$ cat src/hw/rtl/lru_pkg.sv
// ----------------------------------------------------------------------------
// lru_pkg: shared types and constants for the lru page replacement block
// sizes of the frame store, controller states and controller-datapath links
// ----------------------------------------------------------------------------
package lru_pkg;

   localparam int MAX_FRAMES = 8;
   localparam int PAGE_BITS  = 20;
   localparam int COUNT_W    = 32;
   localparam int CFG_W      = 4;
   localparam int OCC_W      = $clog2(MAX_FRAMES + 1);
   localparam int IDX_W      = (MAX_FRAMES > 1) ? $clog2(MAX_FRAMES) : 1;
   localparam logic [CFG_W-1:0] FRAME_COUNT_RESET = CFG_W'(3);

   typedef logic [PAGE_BITS-1:0] page_type;
   typedef logic [OCC_W-1:0]     occ_type;
   typedef logic [IDX_W-1:0]     idx_type;
   typedef logic [COUNT_W-1:0]   count_type;
   typedef logic [CFG_W-1:0]     cfg_type;

   typedef enum logic [1:0] {
      ST_IDLE,
      ST_EXEC,
      ST_RESP
   } state_type;

   // commands from the controller to the datapath
   typedef struct packed {
      logic load_req;
      logic execute;
   } cmd_type;

   // frames in use: zero acts as one, anything above capacity acts as capacity
   function automatic occ_type frame_limit(input cfg_type fc);
      logic [31:0] fc_ext;
      logic [31:0] lim;
      fc_ext = 32'(fc);
      if (fc_ext == 32'd0) begin
         lim = 32'd1;
      end else if (fc_ext > 32'(MAX_FRAMES)) begin
         lim = 32'(MAX_FRAMES);
      end else begin
         lim = fc_ext;
      end
      return OCC_W'(lim);
   endfunction

   function automatic count_type sat_inc(input count_type v);
      return (&v) ? v : v + COUNT_W'(1);
   endfunction

endpackage

$ cat src/hw/rtl/lru_ctrl.sv
// ----------------------------------------------------------------------------
// lru_ctrl: transaction sequencer
// takes a request, runs the update state, holds the response until taken
// ----------------------------------------------------------------------------
module lru_ctrl (
   input  logic             clock,
   input  logic             reset,
   input  logic             req_valid,
   output logic             req_ready,
   output logic             rsp_valid,
   input  logic             rsp_ready,
   output lru_pkg::cmd_type cmd
);
   import lru_pkg::*;

   state_type state_ff;
   state_type state_in;

   always_ff @(posedge clock) begin
      if (reset) begin
         state_ff <= ST_IDLE;
      end else begin
         state_ff <= state_in;
      end
   end

   always_comb begin
      state_in = state_ff;
      unique case (state_ff)
         ST_IDLE: begin
            if (req_valid) begin
               state_in = ST_EXEC;
            end
         end
         ST_EXEC: begin
            state_in = ST_RESP;
         end
         ST_RESP: begin
            if (rsp_ready) begin
               state_in = ST_IDLE;
            end
         end
         default: begin
            state_in = ST_IDLE;
         end
      endcase
   end

   always_comb begin
      req_ready    = 1'b0;
      rsp_valid    = 1'b0;
      cmd.load_req = 1'b0;
      cmd.execute  = 1'b0;
      unique case (state_ff)
         ST_IDLE: begin
            req_ready    = 1'b1;
            cmd.load_req = req_valid;
         end
         ST_EXEC: begin
            cmd.execute = 1'b1;
         end
         ST_RESP: begin
            rsp_valid = 1'b1;
         end
         default: begin
            req_ready = 1'b0;
         end
      endcase
   end

endmodule

$ cat src/hw/rtl/lru_dpath.sv
// ----------------------------------------------------------------------------
// lru_dpath: frame store and counters
// recency-ordered frame chain (entry 0 least recent), parallel page compare,
// saturating counters and the response registers
// ----------------------------------------------------------------------------
module lru_dpath (
   input  logic              clock,
   input  logic              reset,
   input  lru_pkg::cmd_type  cmd,
   input  logic              csr_wr_en,
   input  lru_pkg::cfg_type  csr_wr_data,
   input  lru_pkg::page_type req_page_number,
   input  logic              req_end_of_string,
   output logic              rsp_page_hit,
   output logic              rsp_evict_valid,
   output lru_pkg::page_type rsp_evicted_page,
   output lru_pkg::count_type rsp_fault_total,
   output lru_pkg::count_type rsp_reference_total
);
   import lru_pkg::*;

   // configuration
   cfg_type   frame_count_ff;

   // captured request
   page_type  page_ff;
   logic      last_ff;

   // frame store and counters
   page_type  pages_ff [MAX_FRAMES];
   page_type  pages_in [MAX_FRAMES];
   occ_type   occ_ff;
   occ_type   occ_in;
   count_type fault_ff;
   count_type fault_in;
   count_type ref_ff;
   count_type ref_in;

   // response registers
   logic      hit_ff;
   logic      evict_ff;
   page_type  victim_ff;
   count_type fault_tot_ff;
   count_type ref_tot_ff;

   logic [MAX_FRAMES-1:0] match;
   logic      hit;
   logic      evict;
   logic      shift;
   idx_type   hit_pos;
   idx_type   pos;
   occ_type   top;
   occ_type   limit;

   assign limit = frame_limit(frame_count_ff);
   assign top   = occ_ff - OCC_W'(1);

   always_comb begin
      hit_pos = '0;
      for (int k = 0; k < MAX_FRAMES; k++) begin
         match[k] = (OCC_W'(k) < occ_ff) && (pages_ff[k] == page_ff);
      end
      // lowest matching entry wins
      for (int k = MAX_FRAMES - 1; k >= 0; k--) begin
         if (match[k]) begin
            hit_pos = IDX_W'(k);
         end
      end
   end

   assign hit   = |match;
   assign evict = !hit && (occ_ff >= limit) && (occ_ff != '0);
   assign shift = hit || evict;
   assign pos   = hit ? hit_pos : '0;

   always_comb begin
      pages_in = pages_ff;
      occ_in   = occ_ff;
      for (int k = 0; k < MAX_FRAMES; k++) begin
         if (shift) begin
            if (IDX_W'(k) >= pos) begin
               if (OCC_W'(k) < top) begin
                  pages_in[k] = pages_ff[(k + 1) % MAX_FRAMES];
               end else if (OCC_W'(k) == top) begin
                  pages_in[k] = page_ff;
               end
            end
         end else if (OCC_W'(k) == occ_ff) begin
            pages_in[k] = page_ff;
         end
      end
      if (!shift) begin
         occ_in = occ_ff + OCC_W'(1);
      end
      fault_in = hit ? fault_ff : sat_inc(fault_ff);
      ref_in   = sat_inc(ref_ff);
   end

   always_ff @(posedge clock) begin
      if (reset) begin
         frame_count_ff <= FRAME_COUNT_RESET;
         occ_ff         <= '0;
         fault_ff       <= '0;
         ref_ff         <= '0;
      end else begin
         if (csr_wr_en) begin
            frame_count_ff <= csr_wr_data;
         end
         if (cmd.execute) begin
            if (last_ff) begin
               occ_ff   <= '0;
               fault_ff <= '0;
               ref_ff   <= '0;
            end else begin
               occ_ff   <= occ_in;
               fault_ff <= fault_in;
               ref_ff   <= ref_in;
            end
         end
      end
   end

   always_ff @(posedge clock) begin
      if (cmd.load_req) begin
         page_ff <= req_page_number;
         last_ff <= req_end_of_string;
      end
      if (cmd.execute) begin
         pages_ff     <= pages_in;
         hit_ff       <= hit;
         evict_ff     <= evict;
         victim_ff    <= evict ? pages_ff[0] : '0;
         fault_tot_ff <= fault_in;
         ref_tot_ff   <= ref_in;
      end
   end

   assign rsp_page_hit        = hit_ff;
   assign rsp_evict_valid     = evict_ff;
   assign rsp_evicted_page    = victim_ff;
   assign rsp_fault_total     = fault_tot_ff;
   assign rsp_reference_total = ref_tot_ff;

endmodule

$ cat src/hw/rtl/lru_page_replacement_top.sv
// ----------------------------------------------------------------------------
// lru_page_replacement_top: fully associative page frame store, lru policy
// one page reference in, one hit/fault response out with running totals
// ----------------------------------------------------------------------------
//  channel   ports                        direction  handshake
//  request   req_page_number, req_end_*   in         req_valid / req_ready
//  response  rsp_page_hit .. rsp_ref_*    out        rsp_valid / rsp_ready
//  config    csr_wr_data (frame_count)    in         csr_wr_en, no wait
//
//  each transaction steps through accept, then an update state in which all
//  frames are compared and the recency chain shifts, then the response
//  register is shown until taken; a stalled response holds off the next
//  request. reset clears the occupancy, counters and frame_count (to 3);
//  frame contents need no reset as entries past the occupancy are never read
// ----------------------------------------------------------------------------
module lru_page_replacement_top (
   input  logic                          clock,
   input  logic                          reset,
   // request transaction
   input  logic                          req_valid,
   output logic                          req_ready,
   input  logic [lru_pkg::PAGE_BITS-1:0] req_page_number,
   input  logic                          req_end_of_string,
   // response transaction
   output logic                          rsp_valid,
   input  logic                          rsp_ready,
   output logic                          rsp_page_hit,
   output logic                          rsp_evict_valid,
   output logic [lru_pkg::PAGE_BITS-1:0] rsp_evicted_page,
   output logic [lru_pkg::COUNT_W-1:0]   rsp_fault_total,
   output logic [lru_pkg::COUNT_W-1:0]   rsp_reference_total,
   // frame_count register write
   input  logic                          csr_wr_en,
   input  logic [lru_pkg::CFG_W-1:0]     csr_wr_data
);
   import lru_pkg::*;

   // command bundle from the sequencer to the datapath
   cmd_type cmd;

   // sequencer: idle -> update -> respond
   lru_ctrl u_ctrl (
      .clock     (clock),
      .reset     (reset),
      .req_valid (req_valid),
      .req_ready (req_ready),
      .rsp_valid (rsp_valid),
      .rsp_ready (rsp_ready),
      .cmd       (cmd)
   );

   // frame chain, counters and response registers
   lru_dpath u_dpath (
      .clock               (clock),
      .reset               (reset),
      .cmd                 (cmd),
      .csr_wr_en           (csr_wr_en),
      .csr_wr_data         (csr_wr_data),
      .req_page_number     (req_page_number),
      .req_end_of_string   (req_end_of_string),
      .rsp_page_hit        (rsp_page_hit),
      .rsp_evict_valid     (rsp_evict_valid),
      .rsp_evicted_page    (rsp_evicted_page),
      .rsp_fault_total     (rsp_fault_total),
      .rsp_reference_total (rsp_reference_total)
   );

endmodule

$ cat config.mk
export PLATFORM = sky130hd
export DESIGN_NAME = lru_page_replacement_top
export DESIGN_NICKNAME = d
export VERILOG_FILES = /design/src/hw/rtl/lru_pkg.sv /design/src/hw/rtl/lru_ctrl.sv /design/src/hw/rtl/lru_dpath.sv /design/src/hw/rtl/lru_page_replacement_top.sv
export SDC_FILE = /design/constraint.sdc
export NUM_CORES = 1
export LEC_CHECK = 0
export ABC_AREA = 1
export BUFFER_PORTS_ARGS = -buffer_cell sky130_fd_sc_hd__buf_2
export CAP_MARGIN = 15
export CORE_MARGIN = 5
export CORE_UTILIZATION = 26
export CTS_BUF_LIST = sky130_fd_sc_hd__clkbuf_16
export DETAILED_ROUTE_END_ITERATION = 8
export HOLD_SLACK_MARGIN = 0.06
export SYNTH_ARGS = -nofsm -noshare
export SYNTH_HDL_FRONTEND = slang
export SYNTH_SLANG_ARGS = --single-unit
$ cat constraint.sdc
create_clock -name clock -period 9 [get_ports clock]
set_clock_uncertainty 0.15 [all_clocks]
set_input_delay 0.45 -clock clock [delete_from_list [all_inputs] [get_ports clock]]
set_output_delay 0.45 -clock clock [all_outputs]
set_load 0.05 [all_outputs]
# Yosys cells after proc, flatten, opt, wreduce, memory -nomap -nowiden
# Cells that the tools add are included.
[word_totals] reg_bits=341 output_inout_bits=88 elab_cells=196
[op_classes] n_addsub=4 magnitude_cmp=26 eq_ne=43 n_mux=65 n_reduce_logical=38
[ops] operator="$mux W20" count=40
[ops] operator="$eq A20 B20 Y1" count=8
[ops] operator="$mux W32" count=5
[ops] operator="$add A32 B1 Y32 const B" count=2
[ops] operator="$reduce_and A32 Y1" count=2
[ops] operator="$eq A3 B4 Y1 const A" count=8
[ops] operator="$lt A3 B4 Y1 const A" count=8
[ops] operator="$reduce_and A4 Y1" count=8
[ops] operator="$mux W3" count=9
[ops] operator="$ne A3 B3 Y1 const B" count=8
[ops] operator="$ne A2 B2 Y1 const B" count=10
[ops] operator="$eq A2 B4 Y1 const A" count=4
[ops] operator="$lt A1 B4 Y1 const A" count=4
[ops] operator="$lt A2 B4 Y1 const A" count=4
[ops] operator="$mux W4" count=4
[ops] operator="$reduce_bool A2 Y1" count=8
[ops] operator="$ge A3 B3 Y1 const A" count=4
[ops] operator="$logic_not A4 Y1" count=3
[ops] operator="$logic_and A1 B1 Y1" count=10
[ops] operator="$eq A1 B4 Y1 const A" count=2
[ops] operator="$reduce_or A8 Y1" count=1
[ops] operator="$ge A1 B3 Y1 const A" count=2
[ops] operator="$ge A2 B3 Y1 const A" count=2
[ops] operator="$pmux W2 S3" count=1
[ops] operator="other kinds (14)" count=19

# Depth between registers and ports, before layout
# Gate-level depths: netlist (run 1).
[logic_depth] word_depth=14 ltp_mapped=18 depth_no_buf=17

# Hierarchy
# From an unflattened synthesis (run 1), not the netlist that was laid out.
[hier_totals] cells_unflattened=2486 hier_area_um2=19507.5
[by_module_without_submodules] mod="lru_dpath" n_inst=1 cells_per_inst=2471 area_per_inst_um2=19406.1 seq_area_each_um2=9459.1
[by_module_without_submodules] mod="lru_ctrl" n_inst=1 cells_per_inst=15 area_per_inst_um2=101.3 seq_area_each_um2=40.0

# Worst setup path before layout (run 1)
# OpenSTA, ideal clock, no wires.
[synth_timing] path_kind="reg2reg" start="register u_ctrl.state_ff[0]" end="register u_dpath.pages_ff[0] in the netlist's numbering, enable pin" setup_time_ns=0.428 arrival_time_ns=6.720 required_ns=8.422 path_slack_ns=1.701 stages_incl_launch_ff=6 n_path_buf=1 synth_period_minus_slack_ns=7.299 path_cell_list="dfxtp_1 -> inv_1 -> nor2_1 -> inv_1 -> clkbuf_1 -> a211oi_1"
[synth_between] elab_chain_len=3
[synth_lines] element="from (decl)" line_no="lru_ctrl.sv:16" source="state_type state_ff;"
[synth_lines] element="from (signal assigned)" line_no="lru_ctrl.sv:23" source="state_ff <= state_in;"
[synth_lines] element="$eq A2 B1 Y1" line_no="lru_ctrl.sv:54" source="unique case (state_ff)"
[synth_lines] element="$mux W1" line_no="lru_ctrl.sv:54"
[synth_lines] element="$reduce_and A4 Y1 (no source line)"
[synth_lines] element="to (signal assigned)" line_no="lru_dpath.sv:129" source="pages_ff <= pages_in;"
[synth_lines] element="to (decl)" line_no="lru_dpath.sv:30" source="page_type pages_ff [MAX_FRAMES];"
# Every way passes these cells.
# A chain may end at the register's enable or synchronous reset.

==> impl_metrics.tcl, run 1 <==
set metrics [dict create \
    setup_tns_ns 0 \
    wl_met3_mm 4.22 \
    final_cells 3560 \
    topRoutingLayerUsed "met4" \
    finalWirelength_mm 62.2 \
    cts_tree "done" \
    fp.dieH_um 281 \
    final_cell_mix "nand2_1, edfxtp_1, inv_1" \
    power.density_nw_per_um2 179 \
    setup_viol_count_final 0 \
    grt_pass1_wl_mm 94.8 \
    nets 2612 \
    dp_hpwl_mm 45.2 \
    r2r_slack_ns 4.48 \
    post-route-period-util_pct 50.3 \
    drt_pass1_iterations 5 \
    grt_pass1_vias 15900 \
    slowest_stage "edfxtp_1" \
    postSynthCellCount 2463 \
    hold_path.class "reg -> reg" \
    die_w_um 281 \
    vias 16500 \
    wl_met1_mm 27.8 \
    crit_chain "inv_2 > nand2_1 > nand2_1 > nor2_1 > nand2_1 > nor2_1 > nand3_1 > nand2_1 > nor2_4 > nand3_2 > nand2_2 > nor2_2 > buf_4 > o21ai_0" \
    ant_nets 0 \
    timing.fmax_mhz 221 \
    placement.cell_area_um2 20400 \
    clock-sinks 341 \
    numCtsBuffers 41 \
    io_pins 118 \
    path_max_fanout 41 \
    max_stage_delay_ns 0.90 \
    worst_path_most_repeated_cell "nand2_1" \
    hold_depth 2 \
    syn-num-nets 2506 \
    drc_errors 0 \
    layout-drive-gt1-share_pct 10.0 \
    r2r_end "u_dpath.pages_ff[63]" \
    port-buffer-count 117 \
    wl_met2_mm 28.8 \
    fp-row-count 99 \
    clk-insertion-delay-late_ns 0.59 \
    ys.warnings.count 0 \
    root_buffer "clkbuf_16" \
    path_delay_family "simple AND/OR/NAND/NOR gates" \
    initial_core_util_pct 26.2 \
    cts_resized 0 \
    fin_area_um2 22200 \
    worstMarginPinSlew_ns 1.12 \
    synth_seq_cells 341 \
    wl_per_cell_um 17.5 \
    crit_path_end_kind "flip-flop" \
    fp.coreArea_um2 72800 \
    synth-edff-count 267 \
    vias_per_cell 4.64 \
    leakagePower_uw 0.00945 \
    cts_max_path_buffers 3 \
    ys_types 41 \
    worstSetupStartpointType "flip-flop" \
    synth.avg_cell_area_um2 7.74 \
    track_usage_pct 15.3 \
    r2r_cells 14 \
    cts-htree-levels 2 \
    status "completed" \
    grt_overflow 0 \
    report.final.slew_viol_count 0 \
    ir_drop_v 0.000109 \
    crit_type "reg -> reg" \
    hp-start "u_dpath.fault_ff[16]" \
    grt_max_degree 70 \
    cap_violations 0 \
    hold_viol 0 \
    post-place-cells 3451 \
    dieArea_um2 78900 \
    diodes 0 \
    synth.yosys.seq_area_share_pct 49.8 \
    slew_headroom_pct 25.6 \
    initialDrtViolationCount 1588 \
    synth_area_um2 19100 \
    mostFrequentLayoutCell "nand2_1" \
    arrival_ns 4.68 \
    period_needed_ns 4.52 \
    critical_path_buf_inv_count 2 \
    hold-path-endpoint "u_dpath.fault_ff[16]" \
    clk_pin_slew_ns 0.06 \
    required_ns 9.15 \
    rsz0062_at_grt "false" \
    gp_congestion 0.965 \
    timing.rr.start "u_dpath.page_ff[0]" \
    area_delta_synth_final_pct 16.4 \
    grt_antenna_before_repair 0 \
    ys.flop_type "edfxtp_1" \
    ys_async_sr_fraction_pct 0 \
]
## flip-flops by register name (all words and copies together) (netlist names)
signal / count
u_dpath.pages_ff: 160
u_dpath.fault_ff: 32
u_dpath.rsp_fault_total: 32
u_dpath.frame_count_ff: 4
u_dpath.rsp_evicted_page: 20
u_dpath.rsp_page_hit: 1
u_dpath.rsp_evict_valid: 1
u_dpath.page_ff: 20
u_dpath.ref_ff: 32
u_ctrl.state_ff: 2
u_dpath.occ_ff: 4
u_dpath.last_ff: 1
u_dpath.rsp_reference_total: 32
## cell families (layout without fill, tap and decap cells)
kind of cell | after synthesis | in the layout | synth area share (%)
mux | 1 | 1 | 0.0525
compound gates | 276 | 276 | 7.70
fa+ha+maj | 13 | 13 | 0.853
buf+inv | 386 | 524 | 8.63
flops | 341 | 341 | 49.8
simple gates | 1350 | 1350 | 28.6
xor+xnor | 96 | 96 | 4.41
## tightest hold or removal path, stage by stage (launching register included)
cell     delay (ns)
dfxtp_1        0.30
nand2_1        0.06
a21oi_1        0.06
## worst max-delay path by stage
stage	cells after the start	from	slack, ns	to
CTS	14	u_dpath.page_ff[0]	4.50	u_dpath.pages_ff[77]
floorplan	5	u_ctrl.state_ff[0]	1.70	u_dpath.pages_ff[0]
global route	14	u_dpath.page_ff[0]	4.06	u_dpath.pages_ff[63]
finish	14	u_dpath.page_ff[0]	4.48	u_dpath.pages_ff[63]
detailed placement	14	u_dpath.page_ff[0]	4.52	u_dpath.pages_ff[77]
global placement	14	u_dpath.page_ff[0]	4.52	u_dpath.pages_ff[63]
## synthesized netlist by cell type, drive strengths merged (12+ instances only)
master	count	area share, %
nand2	906	18
clkbuf	25	0.49
nor4	12	0.39
o21ai	171	4.8
nand4	28	0.92
nor2	245	4.9
edfxtp	267	42
xor2	66	3.0
dfxtp	74	7.8
a21oi	96	2.5
inv	282	5.6
buf	79	2.6
xnor2	30	1.4
nor3	38	1.0
ha	13	0.85
nand3	112	3.0
## layout make-up
cell class / instances / area, um^2
Fill cell: 7855 / 50600
Sequential cell: 341 / 9500
Multi-Input combinational cell: 1736 / 7980
Tap cell: 959 / 1200
Clock buffer: 43 / 1080
Inverter: 282 / 1060
Timing Repair Buffer: 167 / 1050
Clock inverter: 32 / 344
## power by group
part	internal, uW	switching, uW	total (uW)
combinational	108	295	403
sequential	1760	50.8	1810
clock	1050	714	1760
total	2910	1060	3970
## repair_timing
action                    4_1_cts  5_1_grt
hold buffers                   34        0
setup buffers                   0        0
hold endpoints to repair       27        0
## stage by stage
stage          power [uW]  worst slack (ns)  hold WS, ns  util (%)
2_1_floorplan        2110              1.70        0.280         -
3_3_place_gp         2230              4.52        0.304      28.1
3_5_place_dp         2230              4.52        0.306      28.1
4_1_cts              4020              4.50        0.319      30.5
5_1_grt              4130              4.06        0.357      30.5
6_report             3970              4.48        0.317      30.5
## metal layers
| metal | track usage, % | vias to the layer above |
|---|---|---|
| li1 | - | 8102 |
| met1 | 21.0 | 7780 |
| met2 | 25.4 | 542 |
| met3 | 2.79 | 92 |
| met4 | 3.68 | 0 |
| met5 | 0 | - |
No activity file was read; power rests on OpenSTA's default activity.
==> inputs of run 2 (changes only) <==
- clock period: 9 -> 3.6 ns (I/O delays scaled with it)
==> impl_metrics.tcl, run 2 (synthesis results as in run 1) <==
set metrics [dict create \
    status "completed" \
    vias_per_cell 4.57 \
    root_buffer "clkbuf_16" \
    ant_nets 0 \
    hold_viol 0 \
    die_w_um 281 \
    port-buffer-count 117 \
    r2r_slack_ns 0.19 \
    cts_max_path_buffers 3 \
    cap_violations 0 \
    worstMarginPinSlew_ns 0.818 \
    period_needed_ns 3.41 \
    mostFrequentLayoutCell "nand2_1" \
    grt_pass1_wl_mm 92.7 \
    hold-path-endpoint "u_dpath.page_ff[2]" \
    io_pins 118 \
    diodes 0 \
    drc_errors 0 \
    track_usage_pct 14.9 \
    wl_per_cell_um 16.9 \
    initial_core_util_pct 26.2 \
    cts_tree "done" \
    post-route-period-util_pct 94.6 \
    grt_pass1_vias 15600 \
    rsz0062_at_grt "false" \
    layout-drive-gt1-share_pct 10.9 \
    largest_reg_flops 160 \
    worstSetupStartpointType "flip-flop" \
    setup_viol_count_final 0 \
    gp_congestion 0.917 \
    path_max_fanout 20 \
    r2r_end "u_dpath.pages_ff[4]" \
    post-place-cells 3489 \
    final_cell_mix "nand2_1, inv_1, edfxtp_1" \
    timing.rr.start "u_dpath.page_ff[3]" \
    clk-insertion-delay-late_ns 0.57 \
    vias 16400 \
    drt_pass1_iterations 6 \
    hp-start "req_page_number[2]" \
    grt_antenna_before_repair 0 \
    report.final.slew_viol_count 0 \
    power.density_nw_per_um2 421 \
    slew_headroom_pct 45.5 \
    power_uw 9490 \
    crit_path_end_kind "flip-flop" \
    finalWirelength_mm 60.9 \
    crit_type "reg -> reg" \
    grt_max_degree 79 \
    final_cells 3599 \
    whs_ns 0.196 \
    cts-htree-levels 2 \
    regMostFlops "u_dpath.pages_ff" \
    arrival_ns 3.50 \
    place_ws_ns 0.297 \
    setup_tns_ns 0 \
    leakagePower_uw 0.00967 \
    fin_ws_ns 0.194 \
    fp.dieH_um 281 \
    hold_depth 2 \
    hold_path.class "in -> reg" \
    r2r_cells 12 \
    fp-row-count 99 \
    area_delta_synth_final_pct 18.2 \
    dieArea_um2 78900 \
    timing.fmax_mhz 294 \
    ir_drop_v 0.000291 \
    fp.coreArea_um2 72800 \
    fill_cells 7851 \
    numCtsBuffers 40 \
    cts_resized 0 \
    dp_hpwl_mm 44.5 \
    initialDrtViolationCount 1492 \
    clk_pin_slew_ns 0.06 \
    grt_overflow 0 \
    nets 2651 \
    clock-sinks 341 \
    required_ns 3.70 \
]
## run 2: layout make-up
type / instances / area [um^2] / share of cell area [%]
Inverter: 282 / 1060 / 4.70
Tap cell: 959 / 1200 / 5.32
Timing Repair Buffer: 207 / 1550 / 6.89
Clock buffer: 42 / 1050 / 4.66
Clock inverter: 32 / 195 / 0.866
Sequential cell: 341 / 9500 / 42.2
Multi-Input combinational cell: 1736 / 7980 / 35.4
## run 2: worst max path at each step
stage | from | end | slack [ns] | cells after the start
after floorplan | u_ctrl.state_ff[0] | u_dpath.pages_ff[0] | 0.02 | 5
after global placement | u_dpath.page_ff[17] | u_dpath.pages_ff[24] | 0.33 | 14
after detailed placement | u_dpath.page_ff[3] | u_dpath.pages_ff[5] | 0.30 | 12
after CTS | u_dpath.page_ff[3] | u_dpath.pages_ff[4] | 0.27 | 12
after global routing | u_dpath.page_ff[3] | u_dpath.pages_ff[24] | 0.02 | 12
final | u_dpath.page_ff[3] | u_dpath.pages_ff[4] | 0.19 | 12
## run 2: metal layers
| metal | vias up | part of all wire (%) | wire (um) | global-route usage, % |
|---|---|---|---|---|
| met5 | - | 0 | 0 | 0 |
| met4 | 0 | 2.7 | 1650 | 4.08 |
| met3 | 102 | 5.6 | 3400 | 2.09 |
| met2 | 511 | 47 | 28400 | 24.9 |
| met1 | 7645 | 45 | 27500 | 20.4 |
| li1 | 8188 | - | - | - |
## run 2: through the flow
step	utilization (%)	cell area (um^2)
6_report	30.9	22500
5_1_grt	30.9	22500
4_1_cts	30.9	22500
3_5_place_dp	28.7	20900
3_3_place_gp	28.7	20900
2_1_floorplan	-	19100
## run 2: worst max-delay path: stages (launching register included)
cell and delay, ns:
edfxtp_1 0.74, inv_2 0.24, nand2_1 0.12, nand4_1 0.10
nor2_1 0.30, nand3_1 0.22, nand2_1 0.23, nor2_4 0.07
nand3_2 0.11, buf_4 0.24, a21oi_1 0.10, a211oi_4 0.21
buf_12 0.21
## run 2: power by group
group | total, uW | internal, uW | switching [uW] | leakage [uW]
Sequential | 4470 | 4390 | 82.9 | 0.00306
Combinational | 1090 | 319 | 774 | 0.00595
Clock | 3930 | 2250 | 1680 | 0.000664
Total | 9490 | 6960 | 2540 | 0.00967
## run 2: timing repair
item / CTS / global route
setup endpoints to repair: 0 / 0
endpoints found under the hold margin: 30 / 0
setup buffers: 0 / 0
hold buffers: 36 / 0
